$ cat src/design/lcgr_pkg.sv
// lcgr_pkg: types, constants and preset tables shared by the LCG random unit.
// No dependencies; every other design file uses it by scoped names.
`default_nettype none
package lcgr_pkg;

  localparam int unsigned PC_W   = 5;
  localparam int unsigned IN_W   = 104;  // 98 payload bits padded to whole bytes
  localparam int unsigned OUT_W  = 32;
  localparam int unsigned CNT_W  = 6;
  localparam logic [CNT_W-1:0] DIV_STEPS = 6'd32;

  // request operation codes
  localparam logic [1:0] OPER_RAW   = 2'd0;
  localparam logic [1:0] OPER_LIMIT = 2'd1;
  localparam logic [1:0] OPER_RANGE = 2'd2;

  // config register indexes
  localparam logic REG_PRESET = 1'b0;
  localparam logic REG_SEED   = 1'b1;

  localparam logic [1:0] PRESET_GLIBC  = 2'd1;
  localparam logic [1:0] PRESET_GLIBC31 = 2'd2;

  localparam logic [31:0] ALL_ONES = 32'hFFFF_FFFF;
  localparam logic [31:0] SPAN_LIM = 32'h7FFF_FFFF;  // diff at or above this is too wide

  // datapath micro-ops
  typedef enum logic [3:0] {
    D_NOP,
    D_MUL,       // prod = state * A
    D_ADD,       // state = draw = (prod + B) & mask
    D_DIV_THR,   // load divider: all ones / limit
    D_DIV_LIM,   // load divider: draw / limit
    D_DIV_RNG,   // load divider: draw / span
    D_DIV_STEP,  // one restoring division step
    D_THR,       // thr = all ones - remainder
    D_OUT_RAW,
    D_OUT_REM,
    D_OUT_RNG,
    D_OUT_ERR
  } dp_op_t;

  // jump conditions
  typedef enum logic [2:0] {
    C_NEVER,
    C_ALWAYS,
    C_ERR,
    C_LIM,
    C_RNG,
    C_DIV_MORE,
    C_GE_THR
  } cond_t;

  typedef struct packed {
    dp_op_t          op;
    cond_t           cond;
    logic [PC_W-1:0] target;
    logic            done;
  } ctrl_t;

  typedef struct packed {
    logic err;
    logic op_lim;
    logic op_rng;
    logic div_more;
    logic ge_thr;
  } flags_t;

  // microcode entry points
  localparam logic [PC_W-1:0] PC_RAW  = 5'd3;
  localparam logic [PC_W-1:0] PC_LIM  = 5'd6;
  localparam logic [PC_W-1:0] PC_LDIV = 5'd7;
  localparam logic [PC_W-1:0] PC_DRAW = 5'd9;
  localparam logic [PC_W-1:0] PC_MDIV = 5'd13;
  localparam logic [PC_W-1:0] PC_RNG  = 5'd15;
  localparam logic [PC_W-1:0] PC_RDIV = 5'd18;
  localparam logic [PC_W-1:0] PC_ERR  = 5'd20;

  function automatic logic [31:0] preset_mul(input logic [1:0] p);
    logic [31:0] m;
    m = 32'd214013;
    if (p == PRESET_GLIBC || p == PRESET_GLIBC31) m = 32'd1103515245;
    return m;
  endfunction

  function automatic logic [31:0] preset_inc(input logic [1:0] p);
    logic [31:0] c;
    c = 32'd2531011;
    if (p == PRESET_GLIBC || p == PRESET_GLIBC31) c = 32'd12345;
    return c;
  endfunction

  function automatic logic [31:0] preset_mask(input logic [1:0] p);
    logic [31:0] k;
    k = ALL_ONES;
    if (p == PRESET_GLIBC31) k = 32'h7FFF_FFFF;
    return k;
  endfunction

endpackage
`default_nettype wire

$ cat src/design/lcgr_rom.sv
// lcgr_rom: microcode table, one control word per step.
// Depends on lcgr_pkg.
`default_nettype none
module lcgr_rom (
  input  wire logic [lcgr_pkg::PC_W-1:0] addr,
  output lcgr_pkg::ctrl_t                ctrl
);

  always_comb begin
    ctrl = '{op: lcgr_pkg::D_NOP, cond: lcgr_pkg::C_NEVER, target: '0, done: 1'b0};
    case (addr)
      // dispatch
      5'd0:  ctrl = '{lcgr_pkg::D_NOP, lcgr_pkg::C_ERR, lcgr_pkg::PC_ERR, 1'b0};
      5'd1:  ctrl = '{lcgr_pkg::D_NOP, lcgr_pkg::C_LIM, lcgr_pkg::PC_LIM, 1'b0};
      5'd2:  ctrl = '{lcgr_pkg::D_NOP, lcgr_pkg::C_RNG, lcgr_pkg::PC_RNG, 1'b0};
      // raw draw
      5'd3:  ctrl = '{lcgr_pkg::D_MUL, lcgr_pkg::C_NEVER, '0, 1'b0};
      5'd4:  ctrl = '{lcgr_pkg::D_ADD, lcgr_pkg::C_NEVER, '0, 1'b0};
      5'd5:  ctrl = '{lcgr_pkg::D_OUT_RAW, lcgr_pkg::C_NEVER, '0, 1'b1};
      // limit: threshold, rejection loop, modulo
      5'd6:  ctrl = '{lcgr_pkg::D_DIV_THR, lcgr_pkg::C_NEVER, '0, 1'b0};
      5'd7:  ctrl = '{lcgr_pkg::D_DIV_STEP, lcgr_pkg::C_DIV_MORE, lcgr_pkg::PC_LDIV, 1'b0};
      5'd8:  ctrl = '{lcgr_pkg::D_THR, lcgr_pkg::C_NEVER, '0, 1'b0};
      5'd9:  ctrl = '{lcgr_pkg::D_MUL, lcgr_pkg::C_NEVER, '0, 1'b0};
      5'd10: ctrl = '{lcgr_pkg::D_ADD, lcgr_pkg::C_NEVER, '0, 1'b0};
      5'd11: ctrl = '{lcgr_pkg::D_NOP, lcgr_pkg::C_GE_THR, lcgr_pkg::PC_DRAW, 1'b0};
      5'd12: ctrl = '{lcgr_pkg::D_DIV_LIM, lcgr_pkg::C_NEVER, '0, 1'b0};
      5'd13: ctrl = '{lcgr_pkg::D_DIV_STEP, lcgr_pkg::C_DIV_MORE, lcgr_pkg::PC_MDIV, 1'b0};
      5'd14: ctrl = '{lcgr_pkg::D_OUT_REM, lcgr_pkg::C_NEVER, '0, 1'b1};
      // range
      5'd15: ctrl = '{lcgr_pkg::D_MUL, lcgr_pkg::C_NEVER, '0, 1'b0};
      5'd16: ctrl = '{lcgr_pkg::D_ADD, lcgr_pkg::C_NEVER, '0, 1'b0};
      5'd17: ctrl = '{lcgr_pkg::D_DIV_RNG, lcgr_pkg::C_NEVER, '0, 1'b0};
      5'd18: ctrl = '{lcgr_pkg::D_DIV_STEP, lcgr_pkg::C_DIV_MORE, lcgr_pkg::PC_RDIV, 1'b0};
      5'd19: ctrl = '{lcgr_pkg::D_OUT_RNG, lcgr_pkg::C_NEVER, '0, 1'b1};
      // error result
      5'd20: ctrl = '{lcgr_pkg::D_OUT_ERR, lcgr_pkg::C_NEVER, '0, 1'b1};
      default: ctrl = '{lcgr_pkg::D_OUT_ERR, lcgr_pkg::C_NEVER, '0, 1'b1};
    endcase
  end

endmodule
`default_nettype wire

$ cat src/design/lcgr_seq.sv
// lcgr_seq: step counter with conditional jumps over the microcode table.
// Depends on lcgr_pkg.
`default_nettype none
module lcgr_seq (
  input  wire logic                      clk,
  input  wire logic                      rst_n,
  input  wire logic                      start,
  input  wire logic                      stall,
  input  wire lcgr_pkg::ctrl_t           ctrl,
  input  wire lcgr_pkg::flags_t          flags,
  output logic [lcgr_pkg::PC_W-1:0]      pc,
  output logic                           busy
);

  logic [lcgr_pkg::PC_W-1:0] pc_r, pc_nxt;
  logic                      busy_r, busy_nxt;
  logic                      take;

  always_comb begin
    case (ctrl.cond)
      lcgr_pkg::C_NEVER:    take = 1'b0;
      lcgr_pkg::C_ALWAYS:   take = 1'b1;
      lcgr_pkg::C_ERR:      take = flags.err;
      lcgr_pkg::C_LIM:      take = flags.op_lim;
      lcgr_pkg::C_RNG:      take = flags.op_rng;
      lcgr_pkg::C_DIV_MORE: take = flags.div_more;
      lcgr_pkg::C_GE_THR:   take = flags.ge_thr;
      default:              take = 1'b0;
    endcase
  end

  always_comb begin
    pc_nxt   = pc_r;
    busy_nxt = busy_r;
    if (!busy_r) begin
      if (start) begin
        busy_nxt = 1'b1;
        pc_nxt   = '0;
      end
    end else if (!stall) begin
      if (ctrl.done) begin
        busy_nxt = 1'b0;
      end else if (take) begin
        pc_nxt = ctrl.target;
      end else begin
        pc_nxt = pc_r + 1'b1;
      end
    end
  end

  always_ff @(posedge clk) begin
    if (!rst_n) begin
      pc_r   <= '0;
      busy_r <= 1'b0;
    end else begin
      pc_r   <= pc_nxt;
      busy_r <= busy_nxt;
    end
  end

  assign pc   = pc_r;
  assign busy = busy_r;

endmodule
`default_nettype wire

$ cat src/design/lcgr_dpath.sv
// lcgr_dpath: generator state, multiplier, restoring divider and result mux.
// Depends on lcgr_pkg; driven one micro-op per cycle by the sequencer, except while the result step is stalled.
`default_nettype none
module lcgr_dpath (
  input  wire logic         clk,
  input  wire logic         rst_n,
  input  wire logic         load,
  input  wire logic [1:0]   operation,
  input  wire logic [31:0]  limit_value,
  input  wire logic [31:0]  range_low,
  input  wire logic [31:0]  range_high,
  input  wire logic         cfg_wr_en,
  input  wire logic         cfg_index,
  input  wire logic [31:0]  cfg_wr_data,
  input  wire logic         step_en,
  input  wire lcgr_pkg::ctrl_t ctrl,
  output lcgr_pkg::flags_t  flags,
  output logic [31:0]       res_number,
  output logic              res_status
);

  logic [1:0]  preset_r;
  logic [31:0] state_r, prod_r, draw_r, thr_r;
  logic [31:0] lim_r, lo_r, span_r;
  logic        err_r, op_lim_r, op_rng_r;
  logic [31:0] rem_r, dvd_r, dvsr_r;
  logic [lcgr_pkg::CNT_W-1:0] cnt_r;

  logic [32:0] diff;
  logic        err_nxt;
  logic [32:0] shifted, trial;
  logic [31:0] state_nxt;

  // signed hi - lo in 33 bits: negative means inverted range
  assign diff = {range_high[31], range_high} - {range_low[31], range_low};

  always_comb begin
    err_nxt = 1'b0;
    case (operation)
      lcgr_pkg::OPER_RAW:   err_nxt = 1'b0;
      lcgr_pkg::OPER_LIMIT: err_nxt = (limit_value == '0);
      lcgr_pkg::OPER_RANGE: err_nxt = diff[32] || (diff[31:0] >= lcgr_pkg::SPAN_LIM);
      default:              err_nxt = 1'b1;
    endcase
  end

  assign shifted   = {rem_r, dvd_r[31]};
  assign trial     = shifted - {1'b0, dvsr_r};
  assign state_nxt = (prod_r + lcgr_pkg::preset_inc(preset_r))
                     & lcgr_pkg::preset_mask(preset_r);

  // request operands
  always_ff @(posedge clk) begin
    if (load) begin
      lim_r    <= limit_value;
      lo_r     <= range_low;
      span_r   <= diff[31:0] + 32'd1;
      err_r    <= err_nxt;
      op_lim_r <= (operation == lcgr_pkg::OPER_LIMIT);
      op_rng_r <= (operation == lcgr_pkg::OPER_RANGE);
    end
  end

  // architectural state
  always_ff @(posedge clk) begin
    if (!rst_n) begin
      preset_r <= '0;
      state_r  <= '0;
    end else if (cfg_wr_en) begin
      if (cfg_index == lcgr_pkg::REG_PRESET) preset_r <= cfg_wr_data[1:0];
      else                                   state_r  <= cfg_wr_data;
    end else if (step_en && ctrl.op == lcgr_pkg::D_ADD) begin
      state_r <= state_nxt;
    end
  end

  // working registers
  always_ff @(posedge clk) begin
    if (step_en) begin
      case (ctrl.op)
        lcgr_pkg::D_MUL: prod_r <= state_r * lcgr_pkg::preset_mul(preset_r);
        lcgr_pkg::D_ADD: draw_r <= state_nxt;
        lcgr_pkg::D_DIV_THR: begin
          rem_r  <= '0;
          dvd_r  <= lcgr_pkg::ALL_ONES;
          dvsr_r <= lim_r;
          cnt_r  <= lcgr_pkg::DIV_STEPS;
        end
        lcgr_pkg::D_DIV_LIM: begin
          rem_r  <= '0;
          dvd_r  <= draw_r;
          dvsr_r <= lim_r;
          cnt_r  <= lcgr_pkg::DIV_STEPS;
        end
        lcgr_pkg::D_DIV_RNG: begin
          rem_r  <= '0;
          dvd_r  <= draw_r;
          dvsr_r <= span_r;
          cnt_r  <= lcgr_pkg::DIV_STEPS;
        end
        lcgr_pkg::D_DIV_STEP: begin
          rem_r <= trial[32] ? shifted[31:0] : trial[31:0];
          dvd_r <= {dvd_r[30:0], 1'b0};
          cnt_r <= cnt_r - 1'b1;
        end
        lcgr_pkg::D_THR: thr_r <= lcgr_pkg::ALL_ONES - rem_r;
        default: ;
      endcase
    end
  end

  assign flags = '{err:      err_r,
                   op_lim:   op_lim_r,
                   op_rng:   op_rng_r,
                   div_more: (cnt_r != {{(lcgr_pkg::CNT_W-1){1'b0}}, 1'b1}),
                   ge_thr:   (draw_r >= thr_r)};

  always_comb begin
    res_number = '0;
    res_status = 1'b0;
    case (ctrl.op)
      lcgr_pkg::D_OUT_RAW: res_number = draw_r;
      lcgr_pkg::D_OUT_REM: res_number = rem_r;
      lcgr_pkg::D_OUT_RNG: res_number = lo_r + rem_r;
      lcgr_pkg::D_OUT_ERR: res_status = 1'b1;
      default: ;
    endcase
  end

endmodule
`default_nettype wire

$ cat src/design/lcg_random_with_range_modes_unit.sv
// lcg_random_with_range_modes_unit: microcoded LCG random number unit, top level.
// Depends on lcgr_pkg, lcgr_rom, lcgr_seq and lcgr_dpath.
//
//  port group | dir | contents
//  -----------+-----+-------------------------------------------------------------
//  in_*       | in  | request: tdata = operation, limit_value, range_low, range_high
//  out_*      | out | result: tdata = number, tuser = status
//  cfg_*      | in  | register write: index 0 preset, index 1 seed_value
//
// Sequencer steps per request: raw draws once; range draws and runs one 32-step
// divide; error goes straight to the result step; limit runs two 32-step divides,
// the first for the rejection threshold, and draws again on each rejected draw.
// Steps run one per clock except a stalled result step; the divider is single-bit restoring.
// Reset (rst_n low, synchronous) clears state, preset, sequencer and output valid.
// in_tready is high while the sequencer is idle. A finished result sits in the
// output register; a new request may be taken meanwhile, and its result step
// holds until the output register is free.
`default_nettype none
module lcg_random_with_range_modes_unit (
  input  wire logic                       clk,
  input  wire logic                       rst_n,
  // request channel
  input  wire logic                       in_tvalid,
  output logic                            in_tready,
  // [1:0] operation, [33:2] limit_value, [65:34] range_low, [97:66] range_high
  input  wire logic [lcgr_pkg::IN_W-1:0]  in_tdata,
  // result channel
  output logic                            out_tvalid,
  input  wire logic                       out_tready,
  // [31:0] number
  output logic [lcgr_pkg::OUT_W-1:0]      out_tdata,
  // [0] status
  output logic                            out_tuser,
  // config write port
  input  wire logic                       cfg_wr_en,
  input  wire logic                       cfg_index,
  input  wire logic [31:0]                cfg_wr_data
);

  logic [lcgr_pkg::PC_W-1:0] pc;
  logic                      busy;
  lcgr_pkg::ctrl_t           ctrl;
  lcgr_pkg::flags_t          flags;
  logic                      load, stall, step_en;
  logic [31:0]               res_number;
  logic                      res_status;

  logic                      out_valid_r, out_valid_nxt;
  logic [31:0]               out_data_r;
  logic                      out_user_r;
  logic                      res_write;

  assign in_tready = !busy;
  assign load      = in_tvalid && in_tready;

  // result step waits while the output register still holds an untaken result
  assign stall     = ctrl.done && out_valid_r && !out_tready;
  assign step_en   = busy && !stall;
  assign res_write = step_en && ctrl.done;

  lcgr_rom u_rom (
    .addr (pc),
    .ctrl (ctrl)
  );

  lcgr_seq u_seq (
    .clk   (clk),
    .rst_n (rst_n),
    .start (load),
    .stall (stall),
    .ctrl  (ctrl),
    .flags (flags),
    .pc    (pc),
    .busy  (busy)
  );

  lcgr_dpath u_dpath (
    .clk         (clk),
    .rst_n       (rst_n),
    .load        (load),
    .operation   (in_tdata[1:0]),
    .limit_value (in_tdata[33:2]),
    .range_low   (in_tdata[65:34]),
    .range_high  (in_tdata[97:66]),
    .cfg_wr_en   (cfg_wr_en),
    .cfg_index   (cfg_index),
    .cfg_wr_data (cfg_wr_data),
    .step_en     (step_en),
    .ctrl        (ctrl),
    .flags       (flags),
    .res_number  (res_number),
    .res_status  (res_status)
  );

  // output register
  always_comb begin
    out_valid_nxt = out_valid_r;
    if (out_valid_r && out_tready) out_valid_nxt = 1'b0;
    if (res_write)                 out_valid_nxt = 1'b1;
  end

  always_ff @(posedge clk) begin
    if (!rst_n) begin
      out_valid_r <= 1'b0;
    end else begin
      out_valid_r <= out_valid_nxt;
    end
  end

  always_ff @(posedge clk) begin
    if (res_write) begin
      out_data_r <= res_number;
      out_user_r <= res_status;
    end
  end

  assign out_tvalid = out_valid_r;
  assign out_tdata  = out_data_r;
  assign out_tuser  = out_user_r;

endmodule
`default_nettype wire

$ cat config.mk
export PLATFORM = sky130hd
export DESIGN_NAME = lcg_random_with_range_modes_unit
export DESIGN_NICKNAME = d
export VERILOG_FILES = /design/src/design/lcgr_pkg.sv /design/src/design/lcgr_rom.sv /design/src/design/lcgr_seq.sv /design/src/design/lcgr_dpath.sv /design/src/design/lcg_random_with_range_modes_unit.sv
export SDC_FILE = /design/constraint.sdc
export NUM_CORES = 2
export LEC_CHECK = 0
export BUFFER_PORTS_ARGS = -buffer_cell sky130_fd_sc_hd__clkbuf_2
export CORE_MARGIN = 1
export CORE_UTILIZATION = 50
export DETAILED_ROUTE_END_ITERATION = 10
export PLACE_DENSITY = 0.67
export SLEW_MARGIN = 20
export SYNTH_ARGS = -nofsm -noshare
export SYNTH_HDL_FRONTEND = slang
export SYNTH_SLANG_ARGS = --single-unit
$ cat constraint.sdc
create_clock -name clk -period 10.02 [get_ports clk]
set_input_delay 2.004 -clock clk [delete_from_list [all_inputs] [get_ports clk]]
set_output_delay 2.004 -clock clk [all_outputs]
set_load 0.05 [all_outputs]
# --- Word level (Yosys, flattened, before mapping) ---
# Memories as Yosys holds them, arrays and structs flattened. A register that Yosys moved wholly into a read port is not among the register bits.
# Index checks and enable logic that the tools add are counted.
totals:
  reg_bits: 371
  mem_count: 1
  output_inout_bits: 35
  rom_bits: 416
mem_list:
  columns: ["name", "words", "width", "rd", "rd_ports_with_merged_regs", "wr", "line_no", "text"]
  rows:
  - ["(name not given)", 32, 13, 1, 1, 0, "lcgr_rom.sv:11", "case (addr)"]
classes:
  n_addsub: 8
  eq_ne: 25
  multipliers: 1
  reduce_logical: 32
  n_bitwise: 2
  n_lt_le_gt_ge: 2
  n_mux: 30
ops:
  columns: ["cell", "n"]
  rows:
  - ["$mux W32", 7]
  - ["$pmux W32 S3", 2]
  - ["$pmux W32 S2", 2]
  - ["$mux W5", 7]
  - ["$sub A32 B32 Y33", 1]
  - ["$sub A33 B32 Y33", 1]
  - ["$add A32 B1 Y32 const B", 1]
  - ["$add A32 B22 Y32", 1]
  - ["$add A32 B32 Y32", 1]
  - ["$and A32 B32 Y32", 1]
  - ["$ge A32 B31 Y1 const B", 1]
  - ["$ge A32 B32 Y1", 1]
  - ["$logic_not A32 Y1", 1]
  - ["$mul A32 B32 Y32", 1]
  - ["$sub A32 B32 Y32 const A", 1]
  - ["$mux W31", 1]
  - ["$mux W22", 1]
  - ["$eq A4 B3 Y1 const B", 4]
  - ["$eq A4 B4 Y1 const B", 4]
  - ["$reduce_and A2 Y1", 8]
  - ["$pmux W6 S2", 1]
  - ["$reduce_bool A2 Y1", 5]
  - ["$eq A3 B3 Y1 const B", 3]
  - ["$eq A4 B2 Y1 const B", 2]
  - ["other kinds (22)", 42]

# --- Depth between registers and ports, before layout ---
depth:
  word_depth: 8
  depth_mapped: 34
  depth_no_buf: 29

# --- Modules after synthesis ---
# Synthesis repeated with hierarchy kept, for this count alone.
unflattened:
  cells_unflattened: 3202
  hier_area_um2: 32658.8
by_module_without_submodules:
  columns: ["module", "area_per_inst_um2", "n_inst", "cells_each"]
  rows:
  - ["lcgr_dpath", 30742.0, 1, 3049]
  - ["lcg_random_with_range_modes_unit", 1071.0, 1, 43]
  - ["lcgr_rom", 480.5, 1, 66]
  - ["lcgr_seq", 365.4, 1, 44]

# --- Worst setup path after synthesis ---
# OpenSTA, ideal clock, no wires.
synth_timing:
  path_kind: "input -> register"
  start: "in in_tvalid"
  end: "reg, netlist name u_rom.ctrl[9]"
  arrival_time_ns: 8.389
  path_slack_ns: 1.484
  setup_ns: 0.147
  n_path_buf: 0
  stages: 8
  required_time_ns: 9.873
  path_cell_list: "nor2b_1 > nor2_1 > a22oi_1 > nor2_1 > ha_1 > or3_1 > a21oi_1 > a311oi_1"
synth_via:
  elab_chain_cells: 5
synth_lines:
  columns: ["element", "line_no", "text"]
  rows:
  - ["start: declaration", "lcg_random_with_range_modes_unit.sv:23", "input wire logic in_tvalid,"]
  - ["$logic_and A1 B1 Y1", "lcg_random_with_range_modes_unit.sv:54", "assign load = in_tvalid && in_tready;"]
  - ["$reduce_bool A2 Y1 (no source line)", null, null]
  - ["$reduce_and A3 Y1 (no source line)", null, null]
  - ["$mux W5 (no source line) (2 in a row)", null, null]
# Every way passes these cells.
# A chain may end at the register's enable or synchronous reset.

# --- Worst setup path in the final report ---
layout_timing:
  start: "reg u_dpath.preset_r[0]"
  end: "reg u_dpath.prod_r[31] (data pin)"
layout_via:
  elab_chain_cells: 6
  elab_cells_between_ends: 7
layout_lines:
  columns: ["element", "line_no", "text"]
  rows:
  - ["start: declaration", "lcgr_dpath.sv:22", "logic [1:0] preset_r;"]
  - ["start signal: assignment", "lcgr_dpath.sv:70", "if (cfg_index == lcgr_pkg::REG_PRESET) preset_r <= cfg_wr_data[1:0];"]
  - ["$eq A2 B1 Y1 or $eq A2 B2 Y1 (tied branches)", "lcgr_pkg.sv:82", "if (p == PRESET_GLIBC || p == PRESET_GLIBC31) m = 32'd1103515245;"]
  - ["$logic_or A1 B1 Y1 (*)", "lcgr_pkg.sv:82", null]
  - ["$mux W31 (*)", "lcgr_pkg.sv:82", null]
  - ["$mux W32 (*)", "lcgr_dpath.sv:80", "case (ctrl.op)"]
  - ["$mux W32 (*)", "lcgr_dpath.sv:79", "if (step_en) begin"]
  - ["$mul A32 B32 Y32 (*)", "lcgr_dpath.sv:81", "lcgr_pkg::D_MUL: prod_r <= state_r * lcgr_pkg::preset_mul(preset_r);"]
  - ["end signal: assignment", "lcgr_dpath.sv:81", null]
  - ["end: declaration", "lcgr_dpath.sv:23", "logic [31:0] state_r, prod_r, draw_r, thr_r;"]
# Every way passes the cells marked *; elsewhere a longest branch is shown, timed or not. The select of a mux whose other input is x is not followed.

==> results.yml <==
run_status:
  outcome: "complete, no violations"
critical_path:
  reg2reg_from: "u_dpath.preset_r[0]"
  start_kind: "flop"
  r2r_cells: 29
  worstPathArrival_ns: 8.65
  r2r-end: "u_dpath.prod_r[31]"
  slowest_delay_ns: 0.55
  critPathBufInv: 6
  crit_path_end_kind: "flop"
  crit_start: "u_dpath.preset_r[0]"
  critPathMaxFanout: 36
  critical_path.slowest_cell: "nor2_1"
  required_ns: 10.43
  path_delay_family: "adder cells"
  rrSetupSlack_ns: 1.79
  crit_type: "reg2reg"
  crit_top_cell: "fa_1"
synthesis:
  synth_ff_type: "edfxtp_1"
  ys_types: 100
  synth.avg_cell_area_sq_um: 10.1
  syn-num-nets: 3972
  synth_edf_count: 330
  syn-cell-area_sq_um: 33000
  synthMuxAreaShare_pct: 2.90
  synthAdderAreaFrac_pct: 27.7
  syn_inst: 3250
  yosysSeqAreaShare_pct: 33.3
  synth_seq_cells: 383
  synth_compound_area_share_pct: 11.9
  netlist.top_cell.by_area: "edfxtp_1"
  synthSimpleGateAreaFrac_pct: 10.9
  yosys_warnings: 0
  synth_top_family_by_area: "adder cells"
  synthTopCellsByArea: "edfxtp_1, fa_1, ha_1"
  synth_top_area_share_pct: 30.1
  synth_xor_area_share_pct: 6.03
  async_reset_ff_share_pct: 0
floorplan:
  initial_core_util_pct: 50.9
  io_pins: 177
  die_y_microns: 259
  die_x_microns: 259
  core_sq_um: 64800
  die_area_sq_um: 67000
  row_count: 93
timing:
  timing.hold.ws_ns: 0.476
  fin_ws_ns: 1.79
  finalHoldViolCount: 0
  fmax_mhz: 121
  drv_slew: 0
  finalSetupViolations: 0
  fin_skew_ns: 0.0256
  tns_ns: 0
  relSlewSlack_pct: 27.5
  min_period_ns: 8.23
  finalCritPeriodShare_pct: 82.2
  tightest_slew_ns: 1.09
  rsz0062_at_grt: "false"
layout:
  finish.net_count: 4122
  instances_no_fill: 4289
  stdcell_area_sq_um: 36100
  drive_above_1_share_pct: 10.5
  final_common_cell: "inv_1"
  utilization_pct: 55.7
  diodes: 0
  final_cell_mix: "inv_1, ha_1, edfxtp_1, fa_1, nand2_1"
  area_delta_synth_final_pct: 9.57
detailed_routing:
  ant_nets: 0
  drtIter0Drc: 2032
  vias_per_cell: 5.62
  firstDrtPassIters: 5
  avgRoutedWirePerCell_microns: 20.1
  wirelength_mm: 86.3
  drcViolationCount: 0
  vias: 24100
pwr:
  leakagePower_nw: 16.2
  power_density_nw_per_um2: 240
  total_power_mw: 8.67
  p_clk_share_pct: 18.1
  vdd_drop_max_uv: 375
  p_sw_mw: 3.61
  swShare_pct: 41.7
  p_int_mw: 5.05
  seq_power_share_pct: 24.7
  power_frac_comb_pct: 57.1
cts:
  cts.sinks: 383
  clockRootBuffer: "clkbuf_16"
  clk_pin_slew_ns: 0.06
  cts_setup_buffers: 0
  ctsHtreeMaxLevel: 2
  cts_tree: "yes"
  ctsHoldBuffers: 0
  cts_made_buffers: 43
  cts_resized: 0
  clockBufferDepth: 3
  insertion_delay_ns: 0.59
global_routing:
  grt_overflow: 0
  grt_pass1_vias: 23500
  antenna_found_initial: 4
  grt_max_degree: 71
  grt_pass1_wl_mm: 135
  grtUsageTotal_pct: 26.2
placement:
  port_buffers: 170
  dp_slack_ns: 1.93
  dp_hpwl_mm: 69.4
  gp_congestion: 0.924
  placed_cell_area_sq_um: 34700
  dp_cells: 4209
hold_path:
  min_from: "u_dpath.state_r[30]"
  hold_path_class: "reg2reg"
  hold_depth: 2
  hold_end: "u_dpath.state_r[30]"
run:
  drv_cap: 0
-- worst min-delay path, delay by kind of cell, from the launching register on --
kind            cells  cell delay [ns]
flops               1             0.31
compound gates      1             0.06
simple gates        1             0.05
-- area by class of cell --
class                      count  area (sq um)
fill                        5689         28700
multi-input combinational   2236         19600
sequential                   383         11000
inverter                     544          2040
clock buffer                  56          1130
tap                          855          1070
timing repair buffer         192          1030
clock inverter                23           249
-- per-layer routing --
metal	global-route usage, %	wire (microns)	up-vias
met5	0	0	-
li1	-	-	11400
met4	6.49	2110	0
met2	38.7	36500	874
met1	40.2	40400	11700
met3	3.72	7190	109
-- sequential cells by signal, indices dropped and copies added, names as in the netlist, 5 cells and up --
register,count
u_dpath.prod_r,32
u_dpath.lo_r,32
u_dpath.rem_r,32
out_tdata,32
u_dpath.dvd_r,32
u_dpath.thr_r,32
u_dpath.lim_r,32
u_dpath.dvsr_r,32
u_dpath.cnt_r,6
u_rom.ctrl,12
u_dpath.span_r,32
u_seq.pc,5
u_dpath.draw_r,32
u_dpath.state_r,32
-- logic make-up after synthesis --
| kind of cell | count (synthesis) |
|---|---|
| buf+inv | 631 |
| fa+ha+maj | 580 |
| flops | 383 |
| compound gates | 591 |
| xor+xnor | 224 |
| mux | 91 |
| simple gates | 750 |
-- synthesized netlist by cell type (all sizes together), types with 8 or more instances --
cell,count
buf,28
a211oi,25
or2,11
and2,15
a311oi,11
inv,541
o21bai,10
o21a,18
xnor2,162
ha,332
nor2,219
o211ai,20
a31oi,23
dfxtp,53
a31o,12
nand2,217
mux2i,56
o21ai,149
nand3,64
fa,248
o31ai,8
xor2,62
a21oi,166
nor3,40
and3,20
mux2,35
or3,50
clkbuf,59
and4,9
nand2b,28
edfxtp,330
nand4,17
a21o,61
a32oi,9
nor2b,23
nor4,15
-- power groups by stage --
stage | logic (mW) | registers, mW | clock network (mW)
4_1_cts | 4.93 | 2.14 | 1.60
5_1_grt | 5.57 | 2.15 | 1.65
3_3_place_gp | 4.82 | 2.17 | 0
6_report | 4.95 | 2.14 | 1.57
3_5_place_dp | 4.89 | 2.17 | 0
2_1_floorplan | 3.65 | 2.13 | 0
-- how the worst max path moves through the flow --
stage                         end  slack, ns  cells after the start
6_report       u_dpath.prod_r[31]       1.79                     29
5_1_grt        u_dpath.prod_r[31]       1.51                     27
4_1_cts        u_dpath.prod_r[31]       1.89                     29
3_5_place_dp   u_dpath.prod_r[30]       1.93                     28
3_3_place_gp   u_dpath.prod_r[30]       2.00                     26
2_1_floorplan       u_rom.ctrl[9]       1.48                      8
(Power assumes the default switching activity.)
